==> src/design/thread_state_scheduler_macros.svh <==
// Assertion macros for the thread state scheduler.
// Included by the top level; assertions compile away when NO_ASSERTIONS is set.
`ifndef THREAD_STATE_SCHEDULER_MACROS_SVH
`define THREAD_STATE_SCHEDULER_MACROS_SVH

`ifndef NO_ASSERTIONS
// Same-cycle implication, disabled during reset.
`define TSS_ASSERT_IMPLIES(label, clk, rst, ante, cons, msg) \
  label: assert property (@(posedge clk) disable iff (rst) (ante) |-> (cons)) else $error(msg);
// Next-cycle implication, disabled during reset.
`define TSS_ASSERT_NEXT(label, clk, rst, ante, cons, msg) \
  label: assert property (@(posedge clk) disable iff (rst) (ante) |=> (cons)) else $error(msg);
`else
`define TSS_ASSERT_IMPLIES(label, clk, rst, ante, cons, msg)
`define TSS_ASSERT_NEXT(label, clk, rst, ante, cons, msg)
`endif

`endif

==> src/design/tss_pkg.sv <==
// Shared types and constants for the thread state scheduler.
// No dependencies; used by the channel interfaces, the join table and the top level.
package tss_pkg;

  localparam int CMD_W    = 3;
  localparam int TID_W    = 4;
  localparam int MASK_W   = 16;
  localparam int STATUS_W = 2;
  localparam int LIMIT_W  = 5;
  localparam int PADDR_W  = 3;
  localparam int PDATA_W  = 32;

  localparam logic [CMD_W-1:0] CMD_CREATE    = 3'd0;
  localparam logic [CMD_W-1:0] CMD_EXIT      = 3'd1;
  localparam logic [CMD_W-1:0] CMD_JOIN      = 3'd2;
  localparam logic [CMD_W-1:0] CMD_TICK      = 3'd3;
  localparam logic [CMD_W-1:0] CMD_WAIT      = 3'd4;
  localparam logic [CMD_W-1:0] CMD_SIGNAL    = 3'd5;
  localparam logic [CMD_W-1:0] CMD_BROADCAST = 3'd6;

  localparam logic [STATUS_W-1:0] ST_OK       = 2'd0;
  localparam logic [STATUS_W-1:0] ST_REJECT   = 2'd1;
  localparam logic [STATUS_W-1:0] ST_NO_READY = 2'd2;

  // Register index, decoded from the word-address bit of paddr.
  localparam logic REG_THREAD_LIMIT = 1'b0;
  localparam logic [LIMIT_W-1:0] THREAD_LIMIT_RESET = 5'd16;

  // Join table write operation.
  typedef struct packed {
    logic clear;
    logic set;
  } jt_op_t;

endpackage

==> src/design/tss_channels.sv <==
// Valid/ready channel interfaces for scheduler commands and responses.
// Depends on tss_pkg for field widths.
interface tss_cmd_if;
  logic                         valid;
  logic                         ready;
  logic [tss_pkg::CMD_W-1:0]    command;
  logic [tss_pkg::TID_W-1:0]    target_thread;
  logic [tss_pkg::MASK_W-1:0]   waiter_mask_in;

  modport source (output valid, command, target_thread, waiter_mask_in, input ready);
  modport sink (input valid, command, target_thread, waiter_mask_in, output ready);
endinterface

interface tss_rsp_if;
  logic                          valid;
  logic                          ready;
  logic [tss_pkg::STATUS_W-1:0]  status;
  logic [tss_pkg::TID_W-1:0]     created_thread;
  logic [tss_pkg::MASK_W-1:0]    waiter_mask_out;
  logic [tss_pkg::TID_W-1:0]     running_thread;
  logic [tss_pkg::MASK_W-1:0]    ready_bits;

  modport source (output valid, status, created_thread, waiter_mask_out, running_thread,
                  ready_bits, input ready);
  modport sink (input valid, status, created_thread, waiter_mask_out, running_thread,
                ready_bits, output ready);
endinterface

==> src/design/tss_join_table.sv <==
// Per-slot join target table with valid bits and one read port.
// Depends on tss_pkg for the write operation struct.
module tss_join_table #(
  parameter int SLOT_COUNT = 16
) (
  input  logic                          clk,
  input  logic                          rst,
  input  logic [$clog2(SLOT_COUNT)-1:0] rd_idx,
  output logic                          rd_valid,
  output logic [$clog2(SLOT_COUNT)-1:0] rd_target,
  input  tss_pkg::jt_op_t               wr_op,
  input  logic [$clog2(SLOT_COUNT)-1:0] wr_idx,
  input  logic [$clog2(SLOT_COUNT)-1:0] wr_target
);

  localparam int IDW = $clog2(SLOT_COUNT);

  logic [SLOT_COUNT-1:0] valid;
  logic [IDW-1:0]        target [SLOT_COUNT];

  always_ff @(posedge clk) begin
    if (rst) begin
      valid <= '0;
    end else if (wr_op.set) begin
      valid[wr_idx] <= 1'b1;
    end else if (wr_op.clear) begin
      valid[wr_idx] <= 1'b0;
    end
  end

  // Targets need no reset: an entry is only read while its valid bit is set.
  always_ff @(posedge clk) begin
    if (wr_op.set) begin
      target[wr_idx] <= wr_target;
    end
  end

  assign rd_valid  = valid[rd_idx];
  assign rd_target = target[rd_idx];

endmodule

==> src/design/thread_state_scheduler.sv <==
// Thread state scheduler top level: command sequencer, thread masks and APB register.
// Depends on tss_pkg, tss_channels (tss_cmd_if, tss_rsp_if), tss_join_table and
// thread_state_scheduler_macros.svh.
//
// This block keeps the bookkeeping of a small round-robin thread manager: which
// slots are allocated, ready and finished, which thread runs, and whom each
// thread waits to join. Every command transaction yields exactly one response
// transaction. Commands are handled one at a time by a sequencer around a single
// slot compare unit that looks at one slot per cycle. A command is taken, then,
// as needed, a slot scan over the slots below L (L being the effective thread
// limit) finds the lowest free slot, joiner, duplicate join or waiter; a reduce
// step brings current + 1 below L by repeated subtraction of L and so sets the
// round-robin start; a pick over up to L slots finds the next ready thread; and
// the response register is written. The last step waits for as long as the
// previous response still waits for its consumer. The next command is accepted
// as soon as the sequencer is idle, even while the previous response still
// waits for its consumer. The thread limit lives in one APB register at byte
// address 0 and is only to be written while no command is in flight. There is no
// clearing pass: join table entries carry valid bits cleared by reset.
`include "thread_state_scheduler_macros.svh"

module thread_state_scheduler #(
  parameter int SLOT_COUNT = 16
) (
  input  logic                              clk,
  input  logic                              rst,
  tss_cmd_if.sink                           cmd,
  tss_rsp_if.source                         rsp,
  input  logic                              psel,
  input  logic                              penable,
  input  logic                              pwrite,
  input  logic [tss_pkg::PADDR_W-1:0]       paddr,
  input  logic [tss_pkg::PDATA_W-1:0]       pwdata,
  output logic [tss_pkg::PDATA_W-1:0]       prdata,
  output logic                              pready
);

  localparam int IDW   = $clog2(SLOT_COUNT);
  localparam int LIM_W = $clog2(SLOT_COUNT + 1);
  localparam logic [SLOT_COUNT-1:0] ONE = SLOT_COUNT'(1);

  typedef enum logic [4:0] {
    S_IDLE = 5'b00001,
    S_SCAN = 5'b00010,
    S_MOD  = 5'b00100,
    S_PICK = 5'b01000,
    S_DONE = 5'b10000
  } state_t;

  state_t state, state_next;

  // Thread state.
  logic [SLOT_COUNT-1:0] alloc_mask, alloc_next;
  logic [SLOT_COUNT-1:0] ready_mask, ready_next;
  logic [SLOT_COUNT-1:0] fin_mask, fin_next;
  logic [IDW-1:0]        cur, cur_next;
  logic [tss_pkg::LIMIT_W-1:0] thread_limit;

  // Command in flight.
  logic [tss_pkg::CMD_W-1:0]    cmd_r, cmd_next;
  logic [tss_pkg::TID_W-1:0]    tgt_r, tgt_next;
  logic [tss_pkg::MASK_W-1:0]   mask_r, mask_next;
  logic [tss_pkg::STATUS_W-1:0] status_r, status_next;
  logic [IDW-1:0]               created_r, created_next;

  // Sequencer counters.
  logic [IDW-1:0]   scan_idx, scan_next;
  logic [LIM_W-1:0] mod_r, mod_next;
  logic [IDW-1:0]   pick_idx, pidx_next;
  logic [LIM_W-1:0] pick_cnt, pcnt_next;

  logic load_rsp;

  // Effective limit: zero acts as one, anything above the slot count as the slot count.
  logic [5:0]       limit_wide;
  logic [LIM_W-1:0] lim;
  logic [IDW-1:0]   lim_last;

  always_comb begin
    limit_wide = 6'(thread_limit);
    if (limit_wide == 6'd0) begin
      lim = LIM_W'(1);
    end else if (limit_wide > 6'(SLOT_COUNT)) begin
      lim = LIM_W'(SLOT_COUNT);
    end else begin
      lim = LIM_W'(limit_wide);
    end
  end

  assign lim_last = IDW'(lim - LIM_W'(1));

  // Join table.
  tss_pkg::jt_op_t jt_op;
  logic [IDW-1:0]  jt_wr_idx;
  logic [IDW-1:0]  jt_wr_target;
  logic            jt_rd_valid;
  logic [IDW-1:0]  jt_rd_target;

  tss_join_table #(
    .SLOT_COUNT (SLOT_COUNT)
  ) u_join_table (
    .clk       (clk),
    .rst       (rst),
    .rd_idx    (scan_idx),
    .rd_valid  (jt_rd_valid),
    .rd_target (jt_rd_target),
    .wr_op     (jt_op),
    .wr_idx    (jt_wr_idx),
    .wr_target (jt_wr_target)
  );

  // Bit selects used by the sequencer.
  logic [SLOT_COUNT-1:0]      cur_bit;
  logic [SLOT_COUNT-1:0]      idx_bit;
  logic [SLOT_COUNT-1:0]      tgt_bit;
  logic [tss_pkg::MASK_W-1:0] cur_bit16;
  logic [tss_pkg::MASK_W-1:0] idx_bit16;
  logic                       join_bad;
  logic                       scan_hit;
  logic                       scan_last;

  assign cur_bit   = ONE << cur;
  assign idx_bit   = ONE << scan_idx;
  assign tgt_bit   = ONE << tgt_r;
  assign cur_bit16 = 16'd1 << cur;
  assign idx_bit16 = 16'd1 << scan_idx;
  assign scan_last = (scan_idx == lim_last);

  // Checks on a join that need no table scan: target in range, not the caller,
  // and allocated.
  assign join_bad = (6'(cmd.target_thread) >= 6'(lim)) ||
                    (5'(cmd.target_thread) == 5'(cur)) ||
                    !(|(alloc_mask & (ONE << cmd.target_thread)));

  // The shared slot compare: what counts as a hit depends on the command.
  always_comb begin
    unique case (cmd_r)
      tss_pkg::CMD_CREATE:    scan_hit = !(|(alloc_mask & idx_bit));
      tss_pkg::CMD_EXIT:      scan_hit = jt_rd_valid && (jt_rd_target == cur);
      tss_pkg::CMD_JOIN:      scan_hit = jt_rd_valid && (jt_rd_target == IDW'(tgt_r));
      tss_pkg::CMD_SIGNAL,
      tss_pkg::CMD_BROADCAST: scan_hit = |(mask_r & idx_bit16);
      default:                scan_hit = 1'b0;
    endcase
  end

  assign cmd.ready = (state == S_IDLE);

  always_comb begin
    state_next   = state;
    alloc_next   = alloc_mask;
    ready_next   = ready_mask;
    fin_next     = fin_mask;
    cur_next     = cur;
    cmd_next     = cmd_r;
    tgt_next     = tgt_r;
    mask_next    = mask_r;
    status_next  = status_r;
    created_next = created_r;
    scan_next    = scan_idx;
    mod_next     = mod_r;
    pidx_next    = pick_idx;
    pcnt_next    = pick_cnt;
    jt_op        = '0;
    jt_wr_idx    = scan_idx;
    jt_wr_target = IDW'(tgt_r);
    load_rsp     = 1'b0;

    unique case (state)
      S_IDLE: begin
        if (cmd.valid) begin
          cmd_next     = cmd.command;
          tgt_next     = cmd.target_thread;
          mask_next    = cmd.waiter_mask_in;
          status_next  = tss_pkg::ST_OK;
          created_next = '0;
          scan_next    = '0;
          mod_next     = LIM_W'(cur) + LIM_W'(1);
          unique case (cmd.command)
            tss_pkg::CMD_CREATE: begin
              // Rejected unless the scan finds a free slot.
              status_next = tss_pkg::ST_REJECT;
              state_next  = S_SCAN;
            end
            tss_pkg::CMD_EXIT: begin
              ready_next = ready_mask & ~cur_bit;
              state_next = S_SCAN;
            end
            tss_pkg::CMD_JOIN: begin
              if (join_bad) begin
                status_next = tss_pkg::ST_REJECT;
                state_next  = S_DONE;
              end else begin
                state_next = S_SCAN;
              end
            end
            tss_pkg::CMD_TICK: begin
              state_next = S_MOD;
            end
            tss_pkg::CMD_WAIT: begin
              mask_next  = cmd.waiter_mask_in | cur_bit16;
              ready_next = ready_mask & ~cur_bit;
              state_next = S_MOD;
            end
            tss_pkg::CMD_SIGNAL,
            tss_pkg::CMD_BROADCAST: begin
              state_next = S_SCAN;
            end
            default: begin
              state_next = S_DONE;
            end
          endcase
        end
      end

      S_SCAN: begin
        if (scan_hit) begin
          unique case (cmd_r)
            tss_pkg::CMD_CREATE: begin
              alloc_next   = alloc_mask | idx_bit;
              ready_next   = ready_mask | idx_bit;
              jt_op.clear  = 1'b1;
              created_next = scan_idx;
              status_next  = tss_pkg::ST_OK;
              state_next   = S_DONE;
            end
            tss_pkg::CMD_EXIT: begin
              // Lowest joiner wakes and the exiting slot is freed.
              ready_next  = ready_mask | idx_bit;
              alloc_next  = alloc_mask & ~cur_bit;
              jt_op.clear = 1'b1;
              state_next  = S_MOD;
            end
            tss_pkg::CMD_JOIN: begin
              // Someone already joins this target.
              status_next = tss_pkg::ST_REJECT;
              state_next  = S_DONE;
            end
            tss_pkg::CMD_SIGNAL: begin
              ready_next = ready_mask | idx_bit;
              mask_next  = mask_r & ~idx_bit16;
              state_next = S_DONE;
            end
            default: begin
              // Broadcast keeps going through every slot below the limit.
              ready_next = ready_mask | idx_bit;
              mask_next  = mask_r & ~idx_bit16;
              if (scan_last) begin
                state_next = S_DONE;
              end else begin
                scan_next = scan_idx + IDW'(1);
              end
            end
          endcase
        end else if (scan_last) begin
          unique case (cmd_r)
            tss_pkg::CMD_EXIT: begin
              fin_next   = fin_mask | cur_bit;
              state_next = S_MOD;
            end
            tss_pkg::CMD_JOIN: begin
              if (|(fin_mask & tgt_bit)) begin
                // Target already finished: reap it, caller keeps running.
                fin_next   = fin_mask & ~tgt_bit;
                alloc_next = alloc_mask & ~tgt_bit;
                state_next = S_DONE;
              end else begin
                ready_next   = ready_mask & ~cur_bit;
                jt_op.set    = 1'b1;
                jt_wr_idx    = cur;
                jt_wr_target = IDW'(tgt_r);
                state_next   = S_MOD;
              end
            end
            default: begin
              state_next = S_DONE;
            end
          endcase
        end else begin
          scan_next = scan_idx + IDW'(1);
        end
      end

      S_MOD: begin
        // Reduce current + 1 modulo the limit by repeated subtraction.
        if (mod_r >= lim) begin
          mod_next = mod_r - lim;
        end else begin
          pidx_next  = IDW'(mod_r);
          pcnt_next  = LIM_W'(1);
          state_next = S_PICK;
        end
      end

      S_PICK: begin
        if (|(ready_mask & (ONE << pick_idx))) begin
          cur_next   = pick_idx;
          state_next = S_DONE;
        end else if (pick_cnt == lim) begin
          // Nobody is ready: the current thread stays.
          status_next = tss_pkg::ST_NO_READY;
          state_next  = S_DONE;
        end else begin
          pcnt_next = pick_cnt + LIM_W'(1);
          pidx_next = (pick_idx == lim_last) ? '0 : pick_idx + IDW'(1);
        end
      end

      S_DONE: begin
        if (!rsp.valid || rsp.ready) begin
          load_rsp   = 1'b1;
          state_next = S_IDLE;
        end
      end

      default: begin
        state_next = S_IDLE;
      end
    endcase
  end

  // Control and thread state.
  always_ff @(posedge clk) begin
    if (rst) begin
      state      <= S_IDLE;
      alloc_mask <= ONE;
      ready_mask <= ONE;
      fin_mask   <= '0;
      cur        <= '0;
    end else begin
      state      <= state_next;
      alloc_mask <= alloc_next;
      ready_mask <= ready_next;
      fin_mask   <= fin_next;
      cur        <= cur_next;
    end
  end

  // Working registers of the command in flight.
  always_ff @(posedge clk) begin
    cmd_r     <= cmd_next;
    tgt_r     <= tgt_next;
    mask_r    <= mask_next;
    status_r  <= status_next;
    created_r <= created_next;
    scan_idx  <= scan_next;
    mod_r     <= mod_next;
    pick_idx  <= pidx_next;
    pick_cnt  <= pcnt_next;
  end

  // Response register: holds a finished result while the sequencer moves on.
  always_ff @(posedge clk) begin
    if (rst) begin
      rsp.valid <= 1'b0;
    end else if (load_rsp) begin
      rsp.valid <= 1'b1;
    end else if (rsp.ready) begin
      rsp.valid <= 1'b0;
    end
  end

  always_ff @(posedge clk) begin
    if (load_rsp) begin
      rsp.status          <= status_r;
      rsp.created_thread  <= tss_pkg::TID_W'(created_r);
      rsp.waiter_mask_out <= mask_r;
      rsp.running_thread  <= tss_pkg::TID_W'(cur);
      rsp.ready_bits      <= tss_pkg::MASK_W'(ready_mask);
    end
  end

  // APB register port: thread limit; user must write it only while idle, not enforced.
  assign pready = 1'b1;

  always_ff @(posedge clk) begin
    if (rst) begin
      thread_limit <= tss_pkg::THREAD_LIMIT_RESET;
    end else if (psel && penable && pwrite &&
                 (paddr[tss_pkg::PADDR_W-1] == tss_pkg::REG_THREAD_LIMIT)) begin
      thread_limit <= pwdata[tss_pkg::LIMIT_W-1:0];
    end
  end

  assign prdata = (paddr[tss_pkg::PADDR_W-1] == tss_pkg::REG_THREAD_LIMIT) ?
                  tss_pkg::PDATA_W'(thread_limit) : '0;

  // Assertions.
  `TSS_ASSERT_NEXT(a_accept_starts_work, clk, rst, cmd.valid && cmd.ready, state != S_IDLE, "accepted command did not start the sequencer")
  `TSS_ASSERT_IMPLIES(a_scan_in_range, clk, rst, state == S_SCAN, LIM_W'(scan_idx) < lim, "slot scan ran past the thread limit")
  `TSS_ASSERT_IMPLIES(a_pick_in_range, clk, rst, state == S_PICK, (LIM_W'(pick_idx) < lim) && (pick_cnt <= lim), "round-robin pick ran past the thread limit")
  `TSS_ASSERT_NEXT(a_rsp_drains, clk, rst, rsp.valid && rsp.ready && !load_rsp, !rsp.valid, "response repeated after its transaction")

endmodule

==> src/flat_wrapper.sv <==
// flat-port wrapper written by rule: the top's interface ports become plain ports
module thread_state_scheduler_flat 
#(
  parameter int SLOT_COUNT = 16
)
  (clk, rst, psel, penable, pwrite, paddr, pwdata, prdata, pready, cmd_valid, cmd_command, cmd_target_thread, cmd_waiter_mask_in, cmd_ready, rsp_valid, rsp_status, rsp_created_thread, rsp_waiter_mask_out, rsp_running_thread, rsp_ready_bits, rsp_ready);
  tss_cmd_if cmd_i ();
  tss_rsp_if rsp_i ();
  input  logic clk;
  input  logic rst;
  input  logic psel;
  input  logic penable;
  input  logic pwrite;
  input  logic [tss_pkg::PADDR_W-1:0] paddr;
  input  logic [tss_pkg::PDATA_W-1:0] pwdata;
  output logic [tss_pkg::PDATA_W-1:0] prdata;
  output logic pready;
  input wire logic [$bits(cmd_i.valid)-1:0] cmd_valid;
  input wire logic [$bits(cmd_i.command)-1:0] cmd_command;
  input wire logic [$bits(cmd_i.target_thread)-1:0] cmd_target_thread;
  input wire logic [$bits(cmd_i.waiter_mask_in)-1:0] cmd_waiter_mask_in;
  output wire logic [$bits(cmd_i.ready)-1:0] cmd_ready;
  output wire logic [$bits(rsp_i.valid)-1:0] rsp_valid;
  output wire logic [$bits(rsp_i.status)-1:0] rsp_status;
  output wire logic [$bits(rsp_i.created_thread)-1:0] rsp_created_thread;
  output wire logic [$bits(rsp_i.waiter_mask_out)-1:0] rsp_waiter_mask_out;
  output wire logic [$bits(rsp_i.running_thread)-1:0] rsp_running_thread;
  output wire logic [$bits(rsp_i.ready_bits)-1:0] rsp_ready_bits;
  input wire logic [$bits(rsp_i.ready)-1:0] rsp_ready;
  assign cmd_i.valid = cmd_valid;
  assign cmd_i.command = cmd_command;
  assign cmd_i.target_thread = cmd_target_thread;
  assign cmd_i.waiter_mask_in = cmd_waiter_mask_in;
  assign cmd_ready = cmd_i.ready;
  assign rsp_valid = rsp_i.valid;
  assign rsp_status = rsp_i.status;
  assign rsp_created_thread = rsp_i.created_thread;
  assign rsp_waiter_mask_out = rsp_i.waiter_mask_out;
  assign rsp_running_thread = rsp_i.running_thread;
  assign rsp_ready_bits = rsp_i.ready_bits;
  assign rsp_i.ready = rsp_ready;
  thread_state_scheduler #(.SLOT_COUNT(SLOT_COUNT)) u_core (.clk(clk), .rst(rst), .cmd(cmd_i), .rsp(rsp_i), .psel(psel), .penable(penable), .pwrite(pwrite), .paddr(paddr), .pwdata(pwdata), .prdata(prdata), .pready(pready));
endmodule
==> config.mk <==
export PLATFORM = sky130hd
export DESIGN_NAME = thread_state_scheduler_flat
export DESIGN_NICKNAME = d
export VERILOG_FILES = /design/src/design/tss_pkg.sv /design/src/design/tss_channels.sv /design/src/design/tss_join_table.sv /design/src/design/thread_state_scheduler.sv /design/src/flat_wrapper.sv
export VERILOG_INCLUDE_DIRS = /design/src /design/src/design
export SDC_FILE = /design/constraint.sdc
export NUM_CORES = 1
export LEC_CHECK = 0
export BUFFER_PORTS_ARGS = -buffer_cell sky130_fd_sc_hd__buf_2
export CAP_MARGIN = 5
export CORE_MARGIN = 1.5
export CORE_UTILIZATION = 60
export CTS_BUF_LIST = sky130_fd_sc_hd__clkbuf_8 sky130_fd_sc_hd__clkbuf_16
export DETAILED_ROUTE_END_ITERATION = 12
export PLACE_DENSITY = 0.93
export SETUP_SLACK_MARGIN = 0.2
export SYNTH_ARGS = -nofsm -noshare
export SYNTH_HDL_FRONTEND = slang
export SYNTH_SLANG_ARGS = --single-unit
==> constraint.sdc <==
create_clock -name clk -period 10.3 [get_ports clk]
set_clock_uncertainty 0.2 [all_clocks]
set_input_delay 1.03 -clock clk [delete_from_list [all_inputs] [get_ports clk]]
set_output_delay 1.03 -clock clk [all_outputs]
set_load 0.02 [all_outputs]
==> metrics.md <==
| Metric | Value |
|---|---|
| Result of the run | `finished, final reports clean` |
| Global-route wire length before repair | `51800 um` |
| DRC errors left | `0` |
| Max stage delay on crit path | `roughly 0.94 ns` |
| Largest vdd supply drop | `134 uV` |
| Antenna-violating nets left | `0` |
| Category of the worst setup path capture point | `flop` |
| Syn Std Cell Area | `12100 um^2` |
| Class of the worst hold path | `reg2reg` |
| Crit path setup slack, layout | `5.33 ns` |
| Count of pins over their slew limit | `0` |
| Sequential cell area | `6260 um^2` |
| Number of buffers added by the clock tree synthesis step | `24` |
| Core area | `19700 um^2` |
| Drt via density | `between 6 and 7` |
| Maximum count of clock buffers along a single path | `3` |
| Synth cell count leaders | `sky130_fd_sc_hd__edfxtp_1 (153), sky130_fd_sc_hd__nor2_1 (98), sky130_fd_sc_hd__dfxtp_1 (83)` |
| Max_slew headroom | `15.6%` |
| Post-Syn Instances | `between 1000 and 1500` |
| H-tree depth reported by CTS | `1` |
| Sequential area share after synthesis | `51.6%` |
| Clock input transition at the sequential cells of the worst setup and hold paths | `0.07 ns` |
| Cells taking the most area after synthesis | `sky130_fd_sc_hd__edfxtp_1 (38%), sky130_fd_sc_hd__dfxtp_1 (14%), sky130_fd_sc_hd__o21ai_0 (3.3%), sky130_fd_sc_hd__nor2_1 (3.0%), sky130_fd_sc_hd__ha_1 (3.0%)` |
| Iteration-0 DRC Markers | `1480` |
| Final estimated routing congestion in global placement | `0.948` |
| FP Rows | `51` |
| Count of inserted antenna diode cells | `0` |
| Per-instance average area after synthesis | `10.9 um^2` |
| Time the worst path needs with I/O delays and setup | `approximately 5.0 ns` |
| Via count | `9850` |
| Leakage | `0.00472 uW` |
| Number of failing hold endpoints at the final stage | `0` |
| Clk Tree Root Cell | `sky130_fd_sc_hd__clkbuf_16` |
| Worst hold slack | `0.222 ns` |
| Seq cells post-synth | `~240` |
| Post-layout power | `2480 uW` |
| Slowest CP cell | `sky130_fd_sc_hd__dfxtp_1` |
| Distinct cell type count after synthesis | `between 70 and 80` |
| Fillcell total | `1436` |
| Total of max-cap violations | `0` |
| Kind of critical path | `reg2reg` |
| Worst-path cell chain | `mux4_1, mux4_2, xnor2_1, a211oi_2, a211oi_4, nor2_1, buf_4, nand3_1, o31ai_1` |
| DP Wirelength | `23300 um` |
| Count of synthesis-stage warnings from yosys | `0` |
| Pin count of the biggest net entering global routing | `43` |
| Sum of negative setup slack | `0 ns` |
| Worst endpoint data arrival time | `5.20 ns` |
| Kind of start point of the critical path | `flop` |
| Worst Max-Slew Pin Slew | `1.26 ns` |
| Total congestion overflow | `0` |
| Number of antenna violations at the first check in global routing | `0` |
| Top cell type by total area after synthesis | `sky130_fd_sc_hd__edfxtp_1` |
| Die area | `roughly 21000 um^2` |
| Number of enable-type register cells in the synthesized netlist | `153` |
| Area used by multi-input combinational logic | `5260 um^2` |
| Via count of the first global-routing pass | `9208` |
| Number of gates resized after CTS | `0` |
| Predominant post-synthesis flop cell | `sky130_fd_sc_hd__edfxtp_1` |
| Port bufs | `84` |
| Cell family with the largest share of critical-path delay | `multiplexers` |
| Growth of design area from synthesis to finish | `9.82%` |
| Post-detailed-route wirelength per cell | `roughly 24 um` |
| Part of the cycle the worst path needs | `48.3%` |
| Final Setup Violations | `0` |
| Power per unit of standard cell area | `186 nW/um^2` |
| Unrepaired setup endpoints after global routing | `false` |
| WP buf/inv | `1` |
| Global router's overall resource usage | `31.4%` |
| Die width | `145 um` |
| Top-Level Pins | `142` |
| Achievable clock frequency | `between 200 and 250 MHz` |
| Maximum fanout along the worst path | `19` |
| Nets@finish | `1249` |
| Share of the synthesized area in the top cell type | `37.9%` |
| Most instantiated library cell after synthesis | `sky130_fd_sc_hd__edfxtp_1` |
| Pre-CTS worst setup slack | `between 5 and 6 ns` |
| Height of the die | `~150 um` |
| Share of flip-flops with an asynchronous set or reset | `0%` |
| Proportion of layout cells with a drive suffix above 1 | `14.9%` |
| TritonCTS clock tree | `done` |
| Initial cell density of the core | `61.7%` |
| Clock Sinks | `236` |
| Number of detailed-route iterations in the first pass | `8` |
| Source-to-sink clock delay at the later pin of the worst-skew pair | `0.53 ns` |
| Post-CTS Hold Fix Bufs | `0` |
| Post-CTS Setup Inserts | `0` |
| Data required, critical path | `10.53 ns` |
| Total detailed-routing wirelength | `between 30000 and 40000 um` |
-- cells by family (layout without fill, tap and decap cells) --
family,Yosys count,after routing,share of synthesized area (%)
and+or+nand+nor,323,323,13.3
AOI/OAI and AO/OA,286,286,16.0
DFF,236,236,51.6
buffers and inverters,149,184,6.04
muxes,55,55,7.61
adders and majority gates,30,30,3.16
xor gates and xnor gates,30,30,2.23
other,2,28,0.0620
-- layout by cell type, fill, tap and decap left out, types with 17 or more instances in the layout --
master	Yosys	layout
sky130_fd_sc_hd__a21oi_1	27	27
sky130_fd_sc_hd__ha_1	29	29
sky130_fd_sc_hd__o21a_1	32	32
sky130_fd_sc_hd__nand3_1	38	38
sky130_fd_sc_hd__mux2i_1	22	22
sky130_fd_sc_hd__conb_1	2	28
sky130_fd_sc_hd__nor2_1	98	98
sky130_fd_sc_hd__a31oi_1	34	34
sky130_fd_sc_hd__buf_2	10	84
sky130_fd_sc_hd__o21ai_0	79	79
sky130_fd_sc_hd__dfxtp_1	83	83
sky130_fd_sc_hd__nand2_1	76	76
sky130_fd_sc_hd__inv_1	43	45
sky130_fd_sc_hd__nor3_1	17	17
sky130_fd_sc_hd__xnor2_1	19	19
sky130_fd_sc_hd__clkbuf_16	0	25
sky130_fd_sc_hd__edfxtp_1	153	153
sky130_fd_sc_hd__nor4_1	19	19
-- state kept, by name, summed over array words and instances (netlist names), 5 cells and up, named ones only --
register / count
u_core.thread_limit: 5
u_core.alloc_mask: 16
u_core.fin_mask: 16
u_core.pick_cnt: 5
u_core.ready_mask: 16
u_core.rsp.waiter_mask_out: 16
u_core.state: 5
u_core.mod_r: 5
u_core.u_join_table.target: 64
u_core.rsp.ready_bits: 16
u_core.mask_r: 16
-- where the power goes --
part	internal, uW	total [uW]	switching, uW
Combinational	163	443	280
Clock	487	863	376
Sequential	1080	1170	95.3
Total	1730	2480	751
-- per-stage QoR --
step | cells | utilization, % | cell area, um^2
after floorplan | 1137 | - | 12200
after global routing | 1437 | 67.7 | 13300
final | 1437 | 67.7 | 13300
after global placement | 1393 | 63.7 | 12500
after CTS | 1437 | 67.7 | 13300
after detailed placement | 1393 | 63.7 | 12500
-- final timing paths --
kind	startpoint	cells after the start	slack [ns]	endpoint
max	flop	9	5.33	u_core.alloc_mask[6]
min	u_core.created_r[2]	0	0.22	u_core.rsp.created_thread[2]
max reg2reg	flop	9	5.33	u_core.alloc_mask[6]
min reg2reg	u_core.created_r[2]	0	0.22	u_core.rsp.created_thread[2]
-- routing by layer --
layer | track usage, % | up-vias | part of all wire, %
li1 | - | 4238 | -
met4 | 15.5 | 0 | 5.3
met1 | 42.1 | 4577 | 38
met2 | 48.7 | 853 | 44
met5 | 0 | - | 0
met3 | 6.89 | 182 | 13
-- worst register-to-register path, stage by stage, from the launching register on --
cell and delay (ns):
sky130_fd_sc_hd__dfxtp_1 0.94, sky130_fd_sc_hd__mux4_1 0.72, sky130_fd_sc_hd__mux4_2 0.51, sky130_fd_sc_hd__xnor2_1 0.15, sky130_fd_sc_hd__a211oi_2 0.35, sky130_fd_sc_hd__a211oi_4 0.22, sky130_fd_sc_hd__nor2_1 0.51, sky130_fd_sc_hd__buf_4 0.33
sky130_fd_sc_hd__nand3_1 0.52, sky130_fd_sc_hd__o31ai_1 0.43
-- area by class of cell --
cell class,instances,area share [%]
multi-input combinational,752,39.5
sequential,236,47.0
clock buffer,27,4.91
inverter,45,1.27
clock inverter,17,1.04
tap,265,2.49
timing repair buffer,95,3.78
(Power assumes the default switching activity.)
